**src/cplu_pkg.sv**
```systemverilog
// ============================================================================
// Contact process lattice update: shared definitions
// Widths, command and event codes, and the control and status words that
// pass between the controller and the datapath.
// ============================================================================
`default_nettype none

package cplu_pkg;

    // Default torus side length.
    localparam int GRID_SIDE_DEF = 256;

    // Fixed field widths.
    localparam int COORD_W  = 8;
    localparam int CMD_W    = 2;
    localparam int DIR_W    = 2;
    localparam int DRAW_W   = 16;
    localparam int CHOICE_W = 3;
    localparam int EVENT_W  = 2;
    localparam int PROB_W   = 17;
    localparam int CFG_IDX_W = 1;

    // Probability one as a fraction over 65536.
    localparam logic [PROB_W-1:0] PROB_ONE = 17'h10000;

    // Highest valid pair choice.
    localparam logic [CHOICE_W-1:0] CHOICE_MAX = 3'd5;
    // Number of outer neighbors kept on the site side of the pair.
    localparam logic [CHOICE_W-1:0] SITE_SIDE_COUNT = 3'd3;

    // Command codes.
    localparam logic [CMD_W-1:0] CMD_UPDATE = 2'd0;
    localparam logic [CMD_W-1:0] CMD_WRITE  = 2'd1;
    localparam logic [CMD_W-1:0] CMD_READ   = 2'd2;

    // Direction codes.
    localparam logic [DIR_W-1:0] DIR_UP    = 2'd0;
    localparam logic [DIR_W-1:0] DIR_DOWN  = 2'd1;
    localparam logic [DIR_W-1:0] DIR_LEFT  = 2'd2;
    localparam logic [DIR_W-1:0] DIR_RIGHT = 2'd3;

    // Positions in the up, down, right, left neighbor order.
    localparam logic [1:0] POS_UP    = 2'd0;
    localparam logic [1:0] POS_DOWN  = 2'd1;
    localparam logic [1:0] POS_RIGHT = 2'd2;
    localparam logic [1:0] POS_LEFT  = 2'd3;

    // Event codes.
    localparam logic [EVENT_W-1:0] EV_NONE       = 2'd0;
    localparam logic [EVENT_W-1:0] EV_NBR_BORN   = 2'd1;
    localparam logic [EVENT_W-1:0] EV_SITE_EMPTY = 2'd2;
    localparam logic [EVENT_W-1:0] EV_PAIR_BORN  = 2'd3;

    // Configuration register indexes.
    localparam logic [CFG_IDX_W-1:0] REG_BIRTH_PROB = 1'd0;
    localparam logic [CFG_IDX_W-1:0] REG_PAIR_PROB  = 1'd1;

    // Controller to datapath commands.
    typedef struct packed {
        logic clear;       // clearing pass: write zero at the sweep address
        logic load;        // capture the incoming word, read the site cell
        logic site_phase;  // site cell on the RAM output
        logic nbr_phase;   // neighbor cell on the RAM output
    } ctrl_cmd_t;

    // Datapath to controller status.
    typedef struct packed {
        logic clear_last;  // sweep address is at the last cell
        logic is_update;   // captured command is an update step
        logic site_occ;    // site cell read back as occupied
    } dp_status_t;

endpackage : cplu_pkg

`default_nettype wire

```
**src/cplu_ctrl.sv**
```systemverilog
// ============================================================================
// Contact process lattice update: controller
// Sequences the clearing pass after reset, the site phase of each command
// and the neighbor phase of occupied-site updates; drives busy and done.
// ============================================================================
`default_nettype none

module cplu_ctrl (
    input  wire logic                 clk,
    input  wire logic                 rst_n,
    input  wire logic                 start,
    input  wire cplu_pkg::dp_status_t status,
    output cplu_pkg::ctrl_cmd_t       cmd,
    output logic                      busy,
    output logic                      done
);

    typedef enum logic [1:0] {
        ST_CLEAR,
        ST_IDLE,
        ST_SITE,
        ST_NBR
    } state_t;

    state_t state_reg;
    state_t state_next;
    logic   busy_reg;
    logic   done_reg;
    logic   done_next;

    // Next state and datapath commands.
    always_comb
    begin
        state_next = state_reg;
        done_next  = 1'b0;
        cmd        = '0;
        case (state_reg)
            ST_CLEAR:
            begin
                cmd.clear = 1'b1;
                if (status.clear_last)
                begin
                    state_next = ST_IDLE;
                end
            end
            ST_IDLE:
            begin
                if (start)
                begin
                    cmd.load   = 1'b1;
                    state_next = ST_SITE;
                end
            end
            ST_SITE:
            begin
                cmd.site_phase = 1'b1;
                if (status.is_update && status.site_occ)
                begin
                    state_next = ST_NBR;
                end
                else
                begin
                    state_next = ST_IDLE;
                    done_next  = 1'b1;
                end
            end
            ST_NBR:
            begin
                cmd.nbr_phase = 1'b1;
                state_next    = ST_IDLE;
                done_next     = 1'b1;
            end
            default:
            begin
                state_next = ST_IDLE;
            end
        endcase
    end

    // State and registered outputs.
    always_ff @(posedge clk or negedge rst_n)
    begin
        if (!rst_n)
        begin
            state_reg <= ST_CLEAR;
            busy_reg  <= 1'b1;
            done_reg  <= 1'b0;
        end
        else
        begin
            state_reg <= state_next;
            busy_reg  <= (state_next != ST_IDLE);
            done_reg  <= done_next;
        end
    end

    assign busy = busy_reg;
    assign done = done_reg;

endmodule : cplu_ctrl

`default_nettype wire

```
**config.mk**
```make
export PLATFORM = sky130hd
export DESIGN_NAME = cplu_ctrl
export DESIGN_NICKNAME = d
export VERILOG_FILES = /design/src/cplu_pkg.sv /design/src/cplu_ctrl.sv
export SDC_FILE = /design/constraint.sdc
export NUM_CORES = 1
export LEC_CHECK = 0
export BUFFER_PORTS_ARGS = -buffer_cell sky130_fd_sc_hd__buf_4
export CORE_AREA = 2 2 39 41
export DETAILED_ROUTE_END_ITERATION = 6
export DIE_AREA = 0 0 41 43
export SYNTH_ARGS = -nofsm -noshare
export SYNTH_HDL_FRONTEND = slang
export SYNTH_SLANG_ARGS = --single-unit
```
**constraint.sdc**
```tcl
create_clock -name clk -period 1 [get_ports clk]
set_input_delay 0.05 -clock clk [delete_from_list [all_inputs] [get_ports clk]]
set_output_delay 0.05 -clock clk [all_outputs]
set_load 0.01 [all_outputs]
```
==> metrics.yaml <==
worstPathArrival_ns: 1.20
r2r_slack_ns: -0.1
synth_top_family_by_area: "simple AND/OR/NAND/NOR gates"
p_switching_mw: 0.358
endpoint_kind: "flip-flop"
drt_iter0_markers: 2
io_pins: 12
initial_core_util_pct: 13.7
yosys_register_bits: 4
globalRouteOverflowTotal: 0
worstSetupPathType: "flip-flop to flip-flop"
drcViolationCount: 0
synth_compound_area_share_pct: 10.6
critPathLaunchType: "flip-flop"
n_antenna_cell: 0
cts-buffers-inserted: 3
first_global_vias: 186
synth_top_cell_area_share_pct: 39.7
clkPwrFrac_pct: 19.6
cts.clk_slew.worst_paths_ns: 0.04
finalSetupViolCount: 5
rows: 14
fin_hold_ws_ns: 0.104
netSwitchingFraction_pct: 31.4
h-tree-depth: 1
vdd_drop_max_mv: 0.982
synth.area.mux_share_pct: 0
tritoncts: "built"
nFillCells: 149
r2r_start: "state_reg[0]"
drt-total-wl_um: 487
routed-via-count: 187
tns_ns: -0.289
largest_reg_flops: 2
cts-root-buf: "clkbuf_4"
p_total_mw: 1.14
register_area_um2: 101
gp_congestion: 0.715
dieArea_um2: 1760
clock-sinks: 4
rr_worst_depth: 3
p_per_area_nw_per_um2: 2930
synth_xor_area_share_pct: 0
grt_first_pass_wirelength_um: 793
endpoint: "state_reg[0]"
rsz0062_at_grt: "yes"
max_freq_mhz: 910
leakage_nw: 0.186
clockBufferDepth: 2
worst_pin_slew_ns: 0.204
drive_gt1_share_pct: 64.9
maxCapViolCount: 0
die_y_um: 43
synth.cell_area_um2: 189
multi_input_comb_area_um2: 97.6
critPathMaxFanout: 3
finish.utilization_pct: 28.2
syn_nets: 24
die_w_um: 41
avgSynthCellArea_um2: 10.5
final.setup_skew_ns: 0.00690
yosysUniqueCellTypes: 13
nets: 44
startpoint: "state_reg[0]"
grt_max_degree: 6
reg2reg_to: "state_reg[0]"
period_needed_ns: 1.10
antenna_found_initial: 0
grt_use_total_pct: 7.96
yosys.area_share.simple_pct: 33.1
hpwl_um: 329
viasPerCell: 3.53
design.core.area_um2: 1380
synth_warnings: 0
slew_headroom_pct: 86.3
synthTopCellsByArea: "dfrtp_1 (40%), dfstp_2 (14%), nor2b_4 (7.3%), nor2b_1 (6.6%), nand4b_1 (4.6%)"
finalCritPeriodShare_pct: 110
status: "complete, but fails checks"
seq_power_share_pct: 25.1
clock_latency_ns: 0.24
port_buffers: 11
syn_to_final_growth_pct: 107
layout_setup_ws_ns: -0.0987
slew_viol_final: 0
syn-instance-count: 18
combPwrFrac_pct: 55.3
post_drt_wl_per_cell_um: 9.19
hp-class: "input port to flip-flop"
drtAntennaViolNets: 0
yosysTopAreaCell: "dfrtp_1"
firstDrtPassIters: 3
synthAdderAreaFrac_pct: 0
critPathRequiredTime_ns: 1.11
synth-seq-area-share_pct: 53.6
hold_violations: 0
p_int_mw: 0.785
violations: "negative setup slack"
==> how the worst min path moves through the flow <==
| stage | start | end | slack (ns) | cells after the start |
|---|---|---|---|---|
| after global placement | rst_n | done | -0.15 | 1 |
| after CTS | status[0] | done | 0.1 | 3 |
| after detailed placement | rst_n | state_reg[0] | -0.15 | 1 |
| after floorplan | rst_n | done | -0.25 | 0 |
| final | status[0] | done | 0.10 | 3 |
| after global routing | status[2] | busy | 0.12 | 3 |
==> layout make-up <==
cell class | count | share of cell area, %
Clock buffer | 4 | 6.73
Timing Repair Buffer | 16 | 37.2
Tap cell | 16 | 5.13
Multi-Input combinational cell | 13 | 25.0
Sequential cell | 4 | 26.0
==> cells in the mapped netlist <==
cell type	n
nor2b_1	2
nand2_1	2
nor2b_4	1
and2_1	1
dfrtp_1	3
o21a_1	1
or3_1	1
o21ai_1	1
o31ai_1	1
dfstp_2	1
buf_2	1
nor2_1	2
nand4b_1	1
==> cells in the final DEF (no fill, tap or decap) <==
| cell | synthesis | final |
|---|---|---|
| buf_4 | 0 | 9 |
| buf_6 | 0 | 6 |
| clkbuf_4 | 0 | 3 |
| dfrtp_1 | 3 | 3 |
| nor2b_4 | 1 | 2 |
| nor2_2 | 0 | 2 |
| nand2_1 | 2 | 2 |
| and2_4 | 0 | 1 |
| nor2b_1 | 2 | 1 |
| or3_1 | 1 | 1 |
| nand4b_1 | 1 | 1 |
| o21ai_1 | 1 | 1 |
| o31ai_1 | 1 | 1 |
| o21a_1 | 1 | 1 |
| dfstp_2 | 1 | 1 |
| clkbuf_1 | 0 | 1 |
| dlygate4sd3_1 | 0 | 1 |
==> cell families after synthesis <==
kind of cell    Yosys count
compound gates            3
buf+inv                   1
simple gates             10
flops                     4
==> layer usage <==
metal | up-vias | global-route usage [%] | wire, µm
met5 | - | 0 | 0
met4 | 0 | 12.0 | 0
met3 | 0 | 4.71 | 39
met2 | 8 | 7.81 | 237
met1 | 81 | 8.79 | 210
li1 | 98 | - | -
==> worst max-delay path, stage by stage, from the launching register on <==
cell and delay [ns]:
dfrtp_1 0.39, buf_6 0.13, nor2b_4 0.12, or3_1 0.33
==> stage by stage <==
step                      area, µm²  cells  setup slack, ns
after floorplan                 189     18         0.000630
after global placement          302     46           0.0359
after detailed placement        302     46           0.0119
after CTS                       377     53          -0.0799
after global routing            390     53           -0.137
final                           390     53          -0.0987
==> power by group through the flow <==
stage                     Clock (mW)  Sequential (mW)  Combinational, mW
after floorplan                    0            0.308              0.191
after global placement             0            0.296              0.433
after detailed placement           0            0.300              0.431
after CTS                      0.235            0.283              0.595
after global routing           0.249            0.299              0.680
final                          0.224            0.287              0.632
==> repair_timing <==
item                                    4_1_cts  5_1_grt
setup buffers                                 2        0
endpoints found under the setup margin        3        6
hold buffers                                  1        0
gates resized for setup                       7        3
endpoints found under the hold margin         4        0
pin swaps                                     1        0
No activity file was read; power rests on OpenSTA's default activity.
